--- config.mk ---
export PLATFORM = sky130hd
export DESIGN_NAME = ook_pulse_width_code_sender_core
export DESIGN_NICKNAME = d
export VERILOG_FILES = /design/src/design/ookpw_pkg.sv /design/src/design/ookpw_regs.sv /design/src/design/ookpw_seq.sv /design/src/design/ook_pulse_width_code_sender_core.sv
export VERILOG_INCLUDE_DIRS = /design/src /design/src/design
export SDC_FILE = /design/constraint.sdc
export NUM_CORES = 1
export LEC_CHECK = 0
export BUFFER_PORTS_ARGS = -buffer_cell sky130_fd_sc_hd__buf_4
export CAP_MARGIN = 20
export CORE_AREA = 2 2 126 128
export CTS_CLUSTER_SIZE = 24
export DETAILED_ROUTE_END_ITERATION = 10
export DIE_AREA = 0 0 128 130
export GPL_TIMING_DRIVEN = 0
export PLACE_DENSITY = 0.69
export SETUP_SLACK_MARGIN = 0.5
export SYNTH_ARGS = -nofsm -noshare
export SYNTH_HDL_FRONTEND = slang
export SYNTH_SLANG_ARGS = --single-unit
--- constraint.sdc ---
create_clock -name clk -period 4.2 [get_ports clk]
set_input_delay 0.63 -clock clk [delete_from_list [all_inputs] [get_ports clk]]
set_output_delay 0.63 -clock clk [all_outputs]
set_load 0.05 [all_outputs]
--- src/design/ook_pulse_width_code_sender_core_macros.svh ---
// Assertion macros shared by the pulse-width code sender RTL.
`ifndef OOK_PULSE_WIDTH_CODE_SENDER_CORE_MACROS_SVH
`define OOK_PULSE_WIDTH_CODE_SENDER_CORE_MACROS_SVH
`ifndef SYNTHESIS
`define OOKPW_ASSERT(lbl, ck, rn, prop, msg) \
	lbl: assert property (@(posedge ck) disable iff (!rn) prop) else $error(msg);
`define OOKPW_NEVER(lbl, ck, rn, cond, msg) \
	lbl: assert property (@(posedge ck) disable iff (!rn) !(cond)) else $error(msg);
`else
`define OOKPW_ASSERT(lbl, ck, rn, prop, msg)
`define OOKPW_NEVER(lbl, ck, rn, cond, msg)
`endif
`endif

--- src/design/ookpw_pkg.sv ---
// Types and constants of the pulse-width code sender.
package ookpw_pkg;

	localparam int TICK_W = 16;
	localparam int REP_W = 4;
	localparam int PRE_W = 17;
	localparam int CODE_W = 8;
	localparam int APB_DW = 32;
	localparam int APB_AW = 5;
	localparam int REG_IDX_W = 3;

	localparam logic [TICK_W-1:0] SHORT_RST = 16'd380;
	localparam logic [TICK_W-1:0] LONG_RST = 16'd770;
	localparam logic [TICK_W-1:0] GAP_RST = 16'd8000;
	localparam logic [REP_W-1:0] REPEAT_RST = 4'd6;
	localparam logic [PRE_W-1:0] PREAMBLE_RST = 17'b00110000111111101;

	typedef enum logic [REG_IDX_W-1:0] {
		REG_SHORT = 3'd0,
		REG_LONG = 3'd1,
		REG_GAP = 3'd2,
		REG_REPEAT = 3'd3,
		REG_PREAMBLE = 3'd4
	} reg_idx_t;

	typedef enum logic {
		OP_TICK = 1'b0,
		OP_START = 1'b1
	} op_t;

	typedef enum logic [3:0] {
		PH_IDLE = 4'b0001,
		PH_LOW = 4'b0010,
		PH_HIGH = 4'b0100,
		PH_GAP = 4'b1000
	} phase_t;

	typedef struct packed {
		logic [TICK_W-1:0] short_ticks;
		logic [TICK_W-1:0] long_ticks;
		logic [TICK_W-1:0] gap_ticks;
		logic [REP_W-1:0] repeat_count;
		logic [PRE_W-1:0] preamble_word;
	} cfg_t;

	typedef struct packed {
		logic pin_level;
		logic busy_res;
		logic finished;
	} res_t;

endpackage

--- src/design/ookpw_regs.sv ---
// Configuration register file with its APB-style access port.
module ookpw_regs
	import ookpw_pkg::*;
(
	input  logic              clk,
	input  logic              arst_n,
	input  logic              psel,
	input  logic              penable,
	input  logic              pwrite,
	input  logic [APB_AW-1:0] paddr,
	input  logic [APB_DW-1:0] pwdata,
	output logic [APB_DW-1:0] prdata,
	output logic              pready,
	output cfg_t              cfg
);

	cfg_t cfg_q;
	logic wr_en;
	reg_idx_t idx;

	assign pready = 1'b1;
	assign wr_en = psel & penable & pwrite & pready;
	assign idx = reg_idx_t'(paddr[APB_AW-1:2]);
	assign cfg = cfg_q;

	always_ff @(posedge clk or negedge arst_n) begin
		if (!arst_n) begin
			cfg_q.short_ticks <= SHORT_RST;
			cfg_q.long_ticks <= LONG_RST;
			cfg_q.gap_ticks <= GAP_RST;
			cfg_q.repeat_count <= REPEAT_RST;
			cfg_q.preamble_word <= PREAMBLE_RST;
		end else if (wr_en) begin
			unique case (idx)
				REG_SHORT: cfg_q.short_ticks <= pwdata[TICK_W-1:0];
				REG_LONG: cfg_q.long_ticks <= pwdata[TICK_W-1:0];
				REG_GAP: cfg_q.gap_ticks <= pwdata[TICK_W-1:0];
				REG_REPEAT: cfg_q.repeat_count <= pwdata[REP_W-1:0];
				REG_PREAMBLE: cfg_q.preamble_word <= pwdata[PRE_W-1:0];
				default: ;
			endcase
		end
	end

	always_comb begin
		unique case (idx)
			REG_SHORT: prdata = APB_DW'(cfg_q.short_ticks);
			REG_LONG: prdata = APB_DW'(cfg_q.long_ticks);
			REG_GAP: prdata = APB_DW'(cfg_q.gap_ticks);
			REG_REPEAT: prdata = APB_DW'(cfg_q.repeat_count);
			REG_PREAMBLE: prdata = APB_DW'(cfg_q.preamble_word);
			default: prdata = '0;
		endcase
	end

endmodule

--- src/design/ookpw_seq.sv ---
// Frame sequencer: phase, period counter, bit index and repeat counter.
`include "ook_pulse_width_code_sender_core_macros.svh"
module ookpw_seq
	import ookpw_pkg::*;
#(
	parameter int PREAMBLE_BITS = 17,
	parameter int CODE_BITS = 8
) (
	input  logic              clk,
	input  logic              arst_n,
	input  logic              advance,
	input  logic              start,
	input  logic [CODE_W-1:0] code,
	input  cfg_t              cfg,
	output res_t              res
);

	localparam int TOTAL = PREAMBLE_BITS + CODE_BITS;
	localparam int BW = $clog2(TOTAL + 1);
	localparam int IW = $clog2(TOTAL);
	localparam int PW = (PREAMBLE_BITS > PRE_W) ? PREAMBLE_BITS : PRE_W;
	localparam int CW = (CODE_BITS > CODE_W) ? CODE_BITS : CODE_W;
	localparam logic [BW-1:0] TOTAL_IDX = BW'(TOTAL);

	phase_t phase_q, phase_d;
	logic [TICK_W-1:0] tick_q, tick_d;
	logic [BW-1:0] idx_q, idx_d, nxt_idx;
	logic [REP_W-1:0] rep_q, rep_d, rep_inc;
	logic [CODE_W-1:0] code_q, code_d;
	logic fin;
	logic [PW-1:0] pre_ext;
	logic [CW-1:0] code_ext;
	logic [TOTAL-1:0] frame;

	assign pre_ext = PW'(cfg.preamble_word);
	assign code_ext = CW'(code_q);
	assign nxt_idx = idx_q + BW'(1);
	assign rep_inc = rep_q + REP_W'(1);

	// frame[i] is the bit sent i-th in the frame
	always_comb begin
		for (int i = 0; i < PREAMBLE_BITS; i++) begin
			frame[i] = pre_ext[PREAMBLE_BITS-1-i];
		end
		for (int j = 0; j < CODE_BITS; j++) begin
			frame[PREAMBLE_BITS+j] = code_ext[CODE_BITS-1-j];
		end
	end

	always_comb begin
		phase_d = phase_q;
		tick_d = tick_q;
		idx_d = idx_q;
		rep_d = rep_q;
		code_d = code_q;
		fin = 1'b0;
		if (advance) begin
			if (start) begin
				if (phase_q == PH_IDLE) begin
					code_d = code;
					rep_d = '0;
					idx_d = '0;
					phase_d = PH_LOW;
					tick_d = frame[0] ? cfg.short_ticks : cfg.long_ticks;
				end
			end else if (phase_q != PH_IDLE) begin
				if (tick_q > TICK_W'(1)) begin
					tick_d = tick_q - TICK_W'(1);
				end else begin
					unique case (phase_q)
						PH_LOW: begin
							phase_d = PH_HIGH;
							tick_d = frame[idx_q[IW-1:0]] ? cfg.long_ticks
								: cfg.short_ticks;
						end
						PH_HIGH: begin
							idx_d = nxt_idx;
							if (nxt_idx < TOTAL_IDX) begin
								phase_d = PH_LOW;
								tick_d = frame[nxt_idx[IW-1:0]] ? cfg.short_ticks
									: cfg.long_ticks;
							end else begin
								phase_d = PH_GAP;
								tick_d = cfg.gap_ticks;
							end
						end
						PH_GAP: begin
							rep_d = rep_inc;
							idx_d = '0;
							if (rep_inc >= cfg.repeat_count) begin
								phase_d = PH_IDLE;
								tick_d = '0;
								fin = 1'b1;
							end else begin
								phase_d = PH_LOW;
								tick_d = frame[0] ? cfg.short_ticks : cfg.long_ticks;
							end
						end
						default: ;
					endcase
				end
			end
		end
	end

	assign res.pin_level = (phase_d == PH_HIGH);
	assign res.busy_res = (phase_d != PH_IDLE);
	assign res.finished = fin;

	always_ff @(posedge clk or negedge arst_n) begin
		if (!arst_n) begin
			phase_q <= PH_IDLE;
			tick_q <= '0;
			idx_q <= '0;
			rep_q <= '0;
			code_q <= '0;
		end else begin
			phase_q <= phase_d;
			tick_q <= tick_d;
			idx_q <= idx_d;
			rep_q <= rep_d;
			code_q <= code_d;
		end
	end

	`OOKPW_NEVER(a_idle_idx, clk, arst_n, (phase_q == PH_IDLE) && (idx_q != '0),
		"bit index not cleared while idle")
	`OOKPW_ASSERT(a_gap_idx, clk, arst_n, (phase_q == PH_GAP) |-> (idx_q == TOTAL_IDX),
		"frame gap entered before the last bit")
	`OOKPW_ASSERT(a_fin_idle, clk, arst_n, res.finished |=> (phase_q == PH_IDLE),
		"sequence finished but sender still busy")

endmodule

--- src/design/ook_pulse_width_code_sender_core.sv ---
// Top level of the pulse-width code sender: streams, output buffer, config port.
// One input transaction is taken per clock unless the slave side stalls: each tick or start
// updates the sequencer state in the cycle it is accepted, and its result is registered into
// the output buffer and offered on the master side, for a throughput of one item per cycle. A
// two-entry output buffer lets the slave side keep accepting while one result waits; the
// slave side stalls only when both entries are full. Start pulls a code in; every tick after
// it counts one microsecond of the current low period, high period or frame gap, and the
// result carries the pin level, a busy flag, and tlast on the tick that ends the last repeat.
`include "ook_pulse_width_code_sender_core_macros.svh"
module ook_pulse_width_code_sender_core
	import ookpw_pkg::*;
#(
	parameter int PREAMBLE_BITS = 17,
	parameter int CODE_BITS = 8
) (
	input  logic              clk,
	input  logic              arst_n,
	input  logic              s_axis_tvalid,
	output logic              s_axis_tready,
	input  logic [7:0]        s_axis_tdata,  // [7:0] function_code
	input  logic [0:0]        s_axis_tuser,  // [0] opcode
	output logic              m_axis_tvalid,
	input  logic              m_axis_tready,
	output logic [7:0]        m_axis_tdata,  // [0] pin_level, [1] busy_res, [7:2] zero
	output logic              m_axis_tlast,  // finished
	input  logic              psel,
	input  logic              penable,
	input  logic              pwrite,
	input  logic [APB_AW-1:0] paddr,
	input  logic [APB_DW-1:0] pwdata,
	output logic [APB_DW-1:0] prdata,
	output logic              pready
);

	cfg_t cfg;
	res_t res;
	res_t out_q, skid_q;
	logic out_vld_q, skid_vld_q;
	logic push, pop;

	ookpw_regs u_regs (
		.clk     (clk),
		.arst_n  (arst_n),
		.psel    (psel),
		.penable (penable),
		.pwrite  (pwrite),
		.paddr   (paddr),
		.pwdata  (pwdata),
		.prdata  (prdata),
		.pready  (pready),
		.cfg     (cfg)
	);

	ookpw_seq #(
		.PREAMBLE_BITS (PREAMBLE_BITS),
		.CODE_BITS     (CODE_BITS)
	) u_seq (
		.clk     (clk),
		.arst_n  (arst_n),
		.advance (push),
		.start   (op_t'(s_axis_tuser[0]) == OP_START),
		.code    (s_axis_tdata[CODE_W-1:0]),
		.cfg     (cfg),
		.res     (res)
	);

	assign s_axis_tready = ~skid_vld_q;
	assign push = s_axis_tvalid & s_axis_tready;
	assign pop = out_vld_q & m_axis_tready;

	always_ff @(posedge clk or negedge arst_n) begin
		if (!arst_n) begin
			out_vld_q <= 1'b0;
			skid_vld_q <= 1'b0;
		end else if (!out_vld_q || pop) begin
			if (skid_vld_q) begin
				out_vld_q <= 1'b1;
				skid_vld_q <= 1'b0;
			end else begin
				out_vld_q <= push;
			end
		end else if (push) begin
			skid_vld_q <= 1'b1;
		end
	end

	always_ff @(posedge clk) begin
		if (!out_vld_q || pop) begin
			out_q <= skid_vld_q ? skid_q : res;
		end else if (push) begin
			skid_q <= res;
		end
	end

	assign m_axis_tvalid = out_vld_q;
	assign m_axis_tdata = {6'b0, out_q.busy_res, out_q.pin_level};
	assign m_axis_tlast = out_q.finished;

	`OOKPW_ASSERT(a_skid_order, clk, arst_n, skid_vld_q |-> out_vld_q,
		"held result without a result on offer")

endmodule

## Word level (Yosys, flattened, before mapping)

Index checks and enable logic that the tools add are counted.
W data, S select, Z words.

- Bits in registers: 114
- Bits of input ports: 53
- Word-level logic and storage cells: 106

- $add $sub $neg: 3
- Magnitude comparators: 5
- Eq/ne operators: 13
- Muxes and demuxes: 43
- Bitwise gates (word level): 6
- Reduce and logical (&&, ||, !) cells: 18

Operator list:

| kind | count |
|---|---|
| $mux W16 | 9 |
| $pmux W17 S5 | 1 |
| $pmux W16 S3 | 1 |
| $mux W4 | 11 |
| $mux W5 | 4 |
| $gt A16 B1 Y1 const B | 1 |
| $sub A16 B1 Y16 const B | 1 |
| $lt A5 B6 Y1 const B | 2 |
| $pmux W4 S3 | 1 |
| $reduce_and A2 Y1 | 6 |
| $mux W1 | 11 |
| $bmux W1 S5 | 2 |
| $pmux W5 S2 | 1 |
| $reduce_and A5 Y1 | 2 |
| $eq A4 B3 Y1 const B | 2 |
| $ne A4 B1 Y1 const B | 2 |
| $eq A3 B2 Y1 const B | 2 |
| $reduce_bool A2 Y1 | 3 |
| $add A5 B1 Y5 const B | 1 |
| $lt A5 B5 Y1 const B | 1 |
| $reduce_bool A5 Y1 | 1 |
| $add A4 B1 Y4 const B | 1 |
| $and A1 B1 Y1 | 4 |
| $eq A4 B1 Y1 const B | 1 |
| 16 further kinds | 17 |

## Longest topological paths before layout

Gate-level depths: netlist (run 1).

- Depth after elaboration: 10
- Mapped depth: 12
- Depth with buffers taken out: 10

## Modules after synthesis

A second synthesis (run 1) with hierarchy kept.

- Cells, all modules: 729
- Area total of the unflattened synthesis: 7679.9 µm²

Modules (own cells, without submodules):

| module | instances | cells each | area an instance (µm²) | sequential area each (µm²) |
|---|---|---|---|---|
| ookpw_seq | 1 | 461 | 3950.0 | 927.1 |
| ookpw_regs | 1 | 243 | 3383.2 | 1760.4 |
| ook_pulse_width_code_sender_core | 1 | 25 | 346.6 | 230.2 |

## Worst setup path before layout (run 1)

OpenSTA, ideal clock, no wires.

- Kind: input-to-output
- Start: input paddr[3]
- End: output prdata[5]
- Arrival time: 2836 ps
- Setup slack: 734 ps
- Cell stages on the path: 6
- Cells stage by stage: clkbuf_1 clkbuf_1 mux2i_1 nor2_1 a21oi_1 o21ai_0

- Cells in the longest elaborated chain, start to end: 2
- Elaborated cells on any way between the ends: 6
- Those cells by class: 4 x eq/ne; 1 x mux; 1 x reduce/logical

RTL lines:

| item | RTL line | source |
|---|---|---|
| start: declaration | ook_pulse_width_code_sender_core.sv:29 | `input logic [APB_AW-1:0] paddr,` |
| $eq A3 B3 Y1 (tied with other cells) | ookpw_regs.sv:46 | `unique case (idx)` |
| $pmux W17 S5 * | ookpw_regs.sv:46 |  |
| end: declaration | ook_pulse_width_code_sender_core.sv:31 | `output logic [APB_DW-1:0] prdata,` |

Every way passes the cells marked *; elsewhere a longest branch is shown, timed or not.

## Worst setup path after layout (run 1)

- Start: register u_seq.idx_q[0]
- End: register u_seq.tick_q[10]

- Cells in the longest elaborated chain, start to end: 9
- Elaborated cells on any way between the ends: 13
- Those cells by class: 1 x add/sub; 1 x order compare; 11 x mux

RTL lines:

| item | RTL line | source |
|---|---|---|
| start: declaration | ookpw_seq.sv:27 | `logic [BW-1:0] idx_q, idx_d, nxt_idx;` |
| start signal: assignment | ookpw_seq.sv:120 | `idx_q <= idx_d;` |
| $add A5 B1 Y5 | ookpw_seq.sv:37 | `assign nxt_idx = idx_q + BW'(1);` |
| $bmux W1 S5 | ookpw_seq.sv:80 | `tick_d = frame[nxt_idx[IW-1:0]] ? cfg.short_ticks` |
| $mux W1 (not written as such) | ookpw_seq.sv:80 |  |
| $mux W16 | ookpw_seq.sv:80 |  |
| $mux W16 | ookpw_seq.sv:78 | `if (nxt_idx < TOTAL_IDX) begin` |
| $pmux W16 S3 * | ookpw_seq.sv:70 | `unique case (phase_q)` |
| $mux W16 * | ookpw_seq.sv:67 | `if (tick_q > TICK_W'(1)) begin` |
| $mux W16 * | ookpw_seq.sv:66 | `end else if (phase_q != PH_IDLE) begin` |
| $mux W16 * | ookpw_seq.sv:58 | `if (start) begin` |
| end signal: assignment | ookpw_seq.sv:119 | `tick_q <= tick_d;` |
| end: declaration | ookpw_seq.sv:26 | `logic [TICK_W-1:0] tick_q, tick_d;` |

Every way passes the cells marked *; elsewhere a longest branch is shown, timed or not. The select of a mux whose other input is x is not followed.
A chain may end at the register's enable or synchronous reset.

==> flow_summary_export.csv, run 1 <==
group,metric,value,unit
status,outcome,"finished, final reports clean",
sta,tightest_slew,986.5,ps
layout,fillers,1371,
power,p_int,2763,uW
clock_tree,cts_setup_buffers,0,
power,clkPwrFrac,0.340,
sta,rsz0062_at_grt,"no",
setup_path,crit_path_end_kind,"flip-flop",
floorplanning,ios,97,
power,p_leak,0.003797,uW
clock_tree,worst_skew_pair.late_latency,430,ps
placement,port_buffers,57,
detailed_routing,dr.pass1.iters,6,
global_routing,track_usage,0.2550,
floorplanning,core-area,15420,sq um
detailed_routing,num_vias,6197,
layout,syn_to_final_growth,18.79,%
global_routing,overflow,0,
clock_tree,cts_hold_buf,0,
global_routing,grt_first_pass_wirelength,32660,microns
clock_tree,clkSlewWorstSetupHoldPaths,60,ps
synthesis,synth_enable_flop_cells,6,
clock_tree,cts_root_buf,"clkbuf_16",
sta,whs,234.1,ps
sta,layout_min_cycle_time,3522,ps
placement,detailedPlacementHpwl,15260,microns
setup_path,crit_arrival,3820,ps
detailed_routing,wl_per_cell,19.61,microns
setup_path,critical_path_class,"reg2reg",
floorplanning,fp.dieH,130,microns
clock_tree,clockBufferDepth,2,
setup_path,start_kind,"flip-flop",
floorplanning,initial_core_util,0.4839,
setup_path,required,4500,ps
power,swShare,0.3516,
sta,slew_viol_final,0,
sta,skew,3.060,ps
floorplanning,die_w,128,microns
sta,hold_viol_final,0,
sta,fmax,283.9,MHz
setup_path,reg2reg_slack,680,ps
detailed_routing,vias_per_cell,5.902,
clock_tree,htree_levels,4,
synthesis,netlist_area,7463,sq um
layout,drive_gt1_frac,0.3193,
synthesis,syn_avg_cell_area,10.03,sq um
global_routing,grt_max_degree,57,
sta,tns,0,ps
synthesis,synth_cell_type_count,69,
sta,slew_headroom,0.3373,
power,peakVddDrop,0.0004427,V
synthesis,synth_ff_type,"dfrtp_1",
synthesis,async_reset_ff_frac,0.9474,
synthesis,synth-seq-cells,114,
clock_tree,cts_num_sinks,114,
global_routing,first_global_vias,5867,
power,p_comb_frac,0.290,
synthesis,seq_area_frac_synth,0.3909,
floorplanning,rows,46,
power,power.switching,1498,uW
power,powerDensity,480.7,nW/um^2
min_path,timing.hold.worst.class,"in2async",
power,power_frac_seq,0.370,
sta,finalSetupViolations,0,
detailed_routing,drc_errors,0,
clock_tree,numCtsBuffers,17,
placement,gp_congestion,0.9210,
setup_path,cp_max_fo,10,
synthesis,synthCells,744,
global_routing,antenna_found_initial,0,
sta,finalCritPeriodShare,0.8386,
clock_tree,cts_tree,"built",
layout,antenna_cells,0,
detailed_routing,drtAntennaViolNets,0,
detailed_routing,drt_wl_total,20590,microns
layout,nets,908,
run,max_cap_violations,0,
detailed_routing,detail_route.iter0.violations,475,
floorplanning,die_area,16640,sq um
synthesis,yosys_warnings,0,
[sequential cells by signal (all words and copies together), names as in the netlist]
| signal | flops |
|---|---|
| u_seq.rep_q | 4 |
| m_axis_tlast | 1 |
| skid_q | 3 |
| u_seq.idx_q | 5 |
| u_seq.phase_q | 4 |
| u_seq.tick_q | 16 |
| m_axis_tdata | 2 |
| m_axis_tvalid | 1 |
| u_seq.code_ext | 8 |
| u_regs.cfg | 69 |
| skid_vld_q | 1 |
[cell usage after synthesis (3+ instances only)]
cell | count | area share
and3_1 | 4 | 0.0034
mux4_2 | 7 | 0.021
xor2_1 | 6 | 0.0070
o22ai_1 | 13 | 0.011
a221o_1 | 3 | 0.0040
nor3_1 | 25 | 0.017
o21ai_0 | 43 | 0.029
nand3_1 | 11 | 0.0074
mux2i_1 | 51 | 0.068
o41ai_1 | 3 | 0.0035
o31ai_1 | 8 | 0.0080
a211oi_1 | 5 | 0.0050
ha_1 | 10 | 0.017
buf_2 | 4 | 0.0027
or3_1 | 4 | 0.0034
a2111oi_0 | 8 | 0.0094
nor2_1 | 59 | 0.030
xnor2_1 | 8 | 0.0094
o22a_1 | 4 | 0.0047
edfxtp_1 | 6 | 0.024
mux2_2 | 104 | 0.16
dfrtp_1 | 80 | 0.27
nor2b_1 | 4 | 0.0034
clkbuf_1 | 37 | 0.019
a31oi_1 | 5 | 0.0042
nand2b_1 | 10 | 0.0084
a32oi_1 | 4 | 0.0047
inv_1 | 12 | 0.0060
a22oi_1 | 3 | 0.0030
buf_4 | 24 | 0.024
a221oi_1 | 4 | 0.0047
a21o_1 | 3 | 0.0030
nand3b_1 | 4 | 0.0040
a21oi_1 | 38 | 0.025
dfstp_2 | 28 | 0.099
buf_1 | 4 | 0.0020
nor4_1 | 4 | 0.0034
nand2_1 | 50 | 0.025
[what timing repair did]
action,CTS,global route
pin swaps,0,0
endpoints found under the setup margin,3,8
gates resized for setup,1,6
[final timing paths]
| path | start | end | depth (start not counted) |
|---|---|---|---|
| hold / removal | arst_n | u_seq.tick_q[10] | 1 |
| max in group asynchronous | arst_n | u_regs.cfg[46] | 2 |
| hold reg to reg | skid_vld_q | m_axis_tvalid | 2 |
| setup / recovery | u_seq.idx_q[0] | u_seq.tick_q[10] | 12 |
| min in group clk | s_axis_tdata[0] | u_seq.code_ext[0] | 2 |
| setup reg to reg | u_seq.idx_q[0] | u_seq.tick_q[10] | 12 |
[final cells by class]
| type | instances | area, sq um | share of cell area |
|---|---|---|---|
| Multi-Input combinational cell | 569 | 4238 | 0.4780 |
| Tap cell | 192 | 240.2 | 0.02710 |
| Buffer | 69 | 357.8 | 0.04036 |
| Sequential cell | 114 | 2918 | 0.3291 |
| Inverter | 12 | 45.04 | 0.005080 |
| Clock buffer | 18 | 450.4 | 0.05080 |
| Clock inverter | 14 | 138.9 | 0.01566 |
| Timing Repair Buffer | 62 | 478.0 | 0.05391 |
[critical path, cell delays in order (launching register included)]
cell and delay (ps):
dfrtp_1 350, buf_2 220, buf_2 270, buf_4 230
mux2i_1 210, nor4_1 60, o41ai_1 560, o211ai_2 430
buf_4 330, mux2i_1 160, nor2_1 50, a2111oi_1 420
nor3_1 80
[cell usage in the layout (no fill, tap or decap), drive strengths merged, types with 25 or more instances in the layout]
cell type,Yosys,routed
mux2,105,105
buf,32,93
dfrtp,80,80
nor2,60,60
clkbuf,37,56
mux2i,51,51
nand2,50,50
o21ai,44,44
a21oi,38,38
dfstp,28,28
nor3,25,25
[per-stage QoR]
step           total power (uW)  cell area, sq um  cells  setup WS [ps]    util
5_1_grt                    4455              8866   1050          504.2  0.5748
6_report                   4262              8866   1050          677.8  0.5748
3_5_place_dp               2795              8247   1016          405.2  0.5346
2_1_floorplan              2437              7538    764          734.4       -
4_1_cts                    4254              8837   1048          629.2  0.5729
3_3_place_gp               2773              8207   1013          377.9  0.5320
[power by group through the flow]
stage                     registers (uW)  clock network (uW)  logic [uW]
after floorplan                     1500                   0         936
after CTS                           1560                1460        1230
final                               1570                1450        1240
after detailed placement            1580                   0        1210
after global routing                1600                1520        1340
after global placement              1570                   0        1200
[kinds of logic (layout without fill, tap and decap cells)]
| family | after synthesis | in the layout | share of synthesized area |
|---|---|---|---|
| compound gates | 167 | 167 | 0.1470 |
| fa+ha+maj | 10 | 10 | 0.01676 |
| buf+inv | 81 | 175 | 0.05348 |
| other cells | 2 | 22 | 0.001006 |
| mux | 163 | 163 | 0.2484 |
| simple gates | 193 | 193 | 0.1259 |
| flops | 114 | 114 | 0.3909 |
| xor+xnor | 14 | 14 | 0.01643 |
[layer usage]
layer  global-route usage  wire length (microns)  part of all wire
met1               0.3552                   9247              0.45
met2               0.4004                   9696              0.47
met3              0.04305                   1099             0.053
met4               0.1002                    543             0.026
met5                    0                      0                 0
No activity file was read; power rests on OpenSTA's default activity.
==> run 2: changes to the inputs <==
ABC_AREA = 1   (was not set)
PLACE_DENSITY = 0.7   (was 0.69)
clock period = 3.6 ns   (was 4.2 ns; I/O delays follow)
==> run 2 against run 1 <==
Non-clock buffer count down 9. Power up 53%. Clock-buffer cell count is 1 higher. Sequential power is 29% higher. Via count is 22% higher. Clock skew rose by 8.1 ps. Flip-flop and latch count unchanged. Synthesized cell count increased by 46%. Die area stayed put. Cell count rose by 32%. Critical path type is now in2out.
==> flow_summary_export.csv, run 2 <==
group,metric,value,unit
layout,syn_to_final_growth,18.29,%
synthesis,synthCells,1086,
synthesis,yosys_warnings,0,
clock_tree,cts_root_buf,"clkbuf_16",
setup_path,worstRegToRegCells,12,
setup_path,crit_path_end_kind,"primary output",
synthesis,synthTopCellsByCount,"nand2_1, inv_1, o21ai_0",
setup_path,crit_arrival,2440,ps
placement,dpl_cell_area,8282,sq um
sta,slew_viol_final,0,
clock_tree,worst_skew_pair.late_latency,430,ps
layout,final_area,8894,sq um
clock_tree,htree_levels,4,
sta,hold_viol_final,0,
synthesis,synthAdderAreaFrac,0.01664,
synthesis,syn_avg_cell_area,6.923,sq um
placement,detailedPlacementHpwl,17720,microns
setup_path,start_kind,"primary input",
layout,layout_common_cells,"nand2_1, inv_1, o21ai_0",
detailed_routing,num_vias,7542,
clock_tree,clockBufferDepth,2,
synthesis,synth_enable_flop_cells,6,
clock_tree,cts_tree,"built",
detailed_routing,vias_per_cell,5.434,
sta,fin_ws,618.3,ps
setup_path,critical_path_class,"in2out",
synthesis,seq_area_frac_synth,0.3881,
clock_tree,clkSlewWorstSetupHoldPaths,60,ps
sta,fmax,335.4,MHz
global_routing,first_global_vias,6803,
clock_tree,cts_num_sinks,114,
setup_path,required,3060,ps
detailed_routing,drtAntennaViolNets,0,
synthesis,netlist_area,7518,sq um
run,max_cap_violations,0,
synthesis,synth.area.top_cells,"dfrtp_1, nand2_1, dfstp_2, o21ai_0, nand3_1",
layout,antenna_cells,0,
sta,layout_min_cycle_time,2982,ps
floorplanning,initial_core_util,0.4874,
setup_path,cp_max_fo,10,
detailed_routing,wl_per_cell,16.65,microns
power,p_total,6541,uW
layout,nets,1246,
sta,rsz0062_at_grt,"no",
sta,finalSetupViolations,0,
placement,port_buffers,56,
sta,skew,11.13,ps
sta,tightest_slew,921.4,ps
floorplanning,ios,97,
setup_path,reg2reg_slack,740,ps
layout,drive_gt1_frac,0.1605,
detailed_routing,wl_met3,1721,microns
synthesis,synth_xor_area_frac,0.01947,
status,outcome,"finished, final reports clean",
synthesis,synth-seq-cells,114,
layout,final_common_cell,"nand2_1",
detailed_routing,top_layer_used,"met4",
global_routing,antenna_found_initial,0,
global_routing,grt_first_pass_wirelength,36880,microns
synthesis,synth_cell_type_count,47,
detailed_routing,dr.pass1.iters,5,
clock_tree,numCtsBuffers,17,
detailed_routing,drt_wl_total,23110,microns
power,powerDensity,735.5,nW/um^2
placement,gp_congestion,0.9336,
floorplanning,core-area,15420,sq um
sta,finalCritPeriodShare,0.8283,
detailed_routing,wirelength_met1,10240,microns
synthesis,synthMostInstantiatedCell,"nand2_1",
detailed_routing,detail_route.iter0.violations,823,
floorplanning,fp.dieH,130,microns
synthesis,synth_ff_type,"dfrtp_1",
sta,slew_headroom,0.3810,
min_path,timing.hold.worst.class,"in2async",
setup_path,r2r-end,"u_seq.tick_q[0]",
synthesis,yosys.area_share.simple,0.3017,
synthesis,netlist.area_leader.share,0.2663,
synthesis,async_reset_ff_frac,0.9474,
clock_tree,cts_hold_buf,0,
global_routing,track_usage,0.2908,
global_routing,grt_max_degree,75,
layout,largest_register_ffs,69,
detailed_routing,drc_errors,0,
setup_path,reg2reg_from,"u_seq.rep_q[0]",
power,p_leak,0.004305,uW
floorplanning,rows,46,
layout,fin_util,0.5766,
synthesis,yosys.area.top_type,"dfrtp_1",
global_routing,overflow,0,
placement,dp_slack,541.3,ps
floorplanning,die_w,128,microns
power,peakVddDrop,0.0003972,V
detailed_routing,wl_met2,10240,microns
sta,tns,0,ps
synthesis,synthMuxAreaShare,0,
floorplanning,die_area,16640,sq um
synthesis,synth_top_family_by_area,"simple AND/OR/NAND/NOR gates",
synthesis,synth_compound_area_frac,0.1616,
-- run 2: where the power goes --
| group | switching, uW | internal, uW | total, uW |
|---|---|---|---|
| registers | 369 | 1650 | 2020 |
| logic | 1880 | 925 | 2800 |
| clock network | 682 | 1030 | 1720 |
-- run 2: worst max-delay path by stage --
| stage | start | endpoint | slack, ps | depth (start not counted) |
|---|---|---|---|---|
| finish | paddr[4] | prdata[14] | 620 | 6 |
| global route | u_seq.rep_q[0] | u_seq.tick_q[1] | 500 | 12 |
| CTS | paddr[4] | prdata[14] | 540 | 6 |
| detailed placement | paddr[4] | prdata[14] | 540 | 6 |
| global placement | paddr[4] | prdata[11] | 530 | 6 |
| floorplan | paddr[4] | prdata[10] | 780 | 6 |
-- run 2: timing repair --
| action | in CTS | in global routing |
|---|---|---|
| setup buffers | 0 | 0 |
| setup endpoints to repair | 0 | 1 |
| resized for setup | 0 | 1 |
-- run 2: cell families (layout without fill, tap and decap cells) --
kind of cell	Yosys count	in the layout
XOR/XNOR	15	15
other	2	22
AO/OA/AOI/OAI	207	207
AND/OR/NAND/NOR	545	545
flip-flops	114	114
adder cells (fa/ha/maj)	10	10
buffers and inverters	193	283
-- run 2: per-layer routing --
layer | global-route usage | up-vias
li1 | - | 3692
met1 | 0.4134 | 3468
met2 | 0.4388 | 334
met3 | 0.04592 | 48
met4 | 0.1351 | 0
met5 | 0 | -
-- run 2: worst max-delay path, cell delays in order --
cell	delay, ps
clkbuf_1	130
nor3_1	760
clkbuf_1	440
nand2_1	110
o2111ai_1	190
buf_4	260
-- run 2: area by class of cell --
type	count	area, sq um
fill	1487	6531
multi-input combinational	799	3837
buffer	64	352.8
tap	192	240.2
timing repair buffer	58	455.4
sequential	114	2918
clock inverter	13	140.1
inverter	129	485.5
clock buffer	19	464.2
-- run 2: metrics by stage --
| step | std cells | hold WS, ps |
|---|---|---|
| after floorplan | 1106 | 244.4 |
| after global placement | 1354 | 472.3 |
| after detailed placement | 1355 | 485.4 |
| after CTS | 1387 | 88.69 |
| after global routing | 1388 | 113.1 |
| final | 1388 | 74.09 |
==> run 3: changes to the inputs <==
clock period = 3.05 ns   (was 3.6 ns; I/O delays follow)
==> run 3 against run 2 <==
The flow now finishes with violations (negative hold slack). Core utilization rose by 2.1 points. Highest routed layer unchanged. Flip-flop and latch count did not move. Clock power rose by 18%. Clock-buffer cell count did not move. Critical path type is now reg2reg.
==> flow_summary_export.csv, run 3 (synthesis results as in run 2) <==
group,metric,value,unit
clock_tree,htree_levels,4,
placement,gp_congestion,0.9336,
setup_path,critical-path-top-delay-family,"simple AND/OR/NAND/NOR gates",
status,violations,"negative hold slack",
clock_tree,clockBufferDepth,2,
floorplanning,core-area,15420,sq um
power,p_leak,0.004442,uW
layout,layout_common_cells,"nand2_1, inv_1, o21ai_0",
detailed_routing,drtAntennaViolNets,0,
setup_path,cp_cell_sequence,"ha_1 -> nand2_1 -> nand2_4 -> inv_2 -> nor3_1 -> nor2_1 -> nand3_1 -> inv_2 -> buf_2 -> a21oi_1 -> o21ai_1 -> nand2_1 -> nand2_1 -> nand2_1 -> nand2_1",
floorplanning,die_area,16640,sq um
setup_path,crit_path_end_kind,"flip-flop",
placement,port_buffers,56,
setup_path,slowest_delay,430,ps
setup_path,critical_path_class,"reg2reg",
global_routing,overflow,0,
floorplanning,initial_core_util,0.4874,
clock_tree,cts_tree,"built",
layout,fillers,1453,
setup_path,reg2reg_from,"u_seq.idx_q[0]",
clock_tree,cts_root_buf,"clkbuf_16",
sta,rsz0062_at_grt,"no",
layout,nets,1263,
min_path,timing.hold.worst.class,"in2async",
sta,hold_viol_final,3,
sta,skew,11.34,ps
sta,layout_min_cycle_time,2436,ps
sta,tightest_slew,723.5,ps
setup_path,crit_arrival,2800,ps
layout,drive_gt1_frac,0.1946,
sta,finalCritPeriodShare,0.7988,
setup_path,cp_slowest_cell,"dfrtp_2",
setup_path,cp_max_fo,10,
setup_path,required,3420,ps
status,outcome,"finished, violations left",
sta,finalSetupViolations,0,
detailed_routing,wl_per_cell,16.74,microns
setup_path,path_buf_inv,3,
detailed_routing,vias_per_cell,5.413,
global_routing,track_usage,0.2919,
power,peakVddDrop,0.0004614,V
run,max_cap_violations,0,
floorplanning,ios,97,
detailed_routing,detail_route.iter0.violations,686,
global_routing,first_global_vias,6842,
sta,whs,-7.729,ps
layout,largest_register_ffs,69,
clock_tree,cts_hold_buf,0,
setup_path,cpMostUsedCell,"nand2_1",
clock_tree,cts_num_sinks,114,
sta,slew_headroom,0.5172,
detailed_routing,drt_wl_total,23520,microns
global_routing,antenna_found_initial,0,
clock_tree,clkSlewWorstSetupHoldPaths,60,ps
sta,tns,0,ps
power,powerDensity,884.8,nW/um^2
setup_path,setup.worst_path.start,"u_seq.idx_q[0]",
detailed_routing,num_vias,7605,
placement,detailedPlacementHpwl,17720,microns
detailed_routing,drc_errors,0,
floorplanning,die_w,128,microns
sta,fmax,410.5,MHz
global_routing,grt_first_pass_wirelength,37000,microns
setup_path,start_kind,"flip-flop",
sta,slew_viol_final,0,
floorplanning,fp.dieH,130,microns
detailed_routing,dr.pass1.iters,5,
layout,fin_util,0.5973,
layout,final_common_cell,"nand2_1",
layout,antenna_cells,0,
power,p_total,8153,uW
clock_tree,worst_skew_pair.late_latency,430,ps
clock_tree,numCtsBuffers,17,
layout,syn_to_final_growth,22.55,%
global_routing,grt_max_degree,75,
floorplanning,rows,46,
-- run 3: path summary, 6_finish.rpt --
path	endpoint	slack, ps	depth (start not counted)
max	u_seq.tick_q[5]	610	15
min	u_regs.cfg[9]	-8	1
max reg2reg	u_seq.tick_q[5]	610	15
min reg2reg	u_regs.cfg[20]	500	2
max in group asynchronous	u_regs.cfg[38]	2290	2
min in group clk	m_axis_tvalid	250	3
-- run 3: power breakdown --
| part | switching (uW) | internal [uW] | total [uW] |
|---|---|---|---|
| Sequential | 430 | 1950 | 2380 |
| Clock | 814 | 1220 | 2030 |
| Combinational | 2350 | 1380 | 3740 |
| Total | 3600 | 4550 | 8150 |
-- run 3: area by class of cell --
type | count | area [sq um] | share of cell area
clock buffers | 19 | 464.2 | 0.05038
repair buffers | 75 | 580.6 | 0.06301
well taps | 192 | 240.2 | 0.02607
plain buffers | 64 | 387.9 | 0.04210
inverters | 129 | 494.2 | 0.05364
flip-flops and latches | 114 | 2919 | 0.3168
multi-input cells | 799 | 3988 | 0.4328
clock inverters | 13 | 140.1 | 0.01521
-- run 3: through the flow --
step | worst slack (ps) | cell area (sq um) | instances
2_1_floorplan | 398.6 | 7594 | 1106
6_report | 613.7 | 9214 | 1405
4_1_cts | 496.3 | 8944 | 1389
3_5_place_dp | 156.3 | 8282 | 1355
5_1_grt | 463.9 | 9214 | 1405
3_3_place_gp | 149.6 | 8254 | 1354
-- run 3: repair_timing --
item | in CTS | in global routing
gates resized for setup | 10 | 45
hold endpoints to repair | 0 | 0
buffers inserted | 2 | 15
gates cloned | 0 | 1
pin swaps | 0 | 14
setup endpoints to repair | 31 | 36
-- run 3: layer usage --
layer	vias up	share of wire	track usage	wire length, microns
li1	3736	-	-	-
met1	3517	0.44	0.4135	10340
met2	312	0.45	0.4432	10550
met3	40	0.075	0.04510	1765
met4	0	0.036	0.1351	857
met5	-	0	0	0
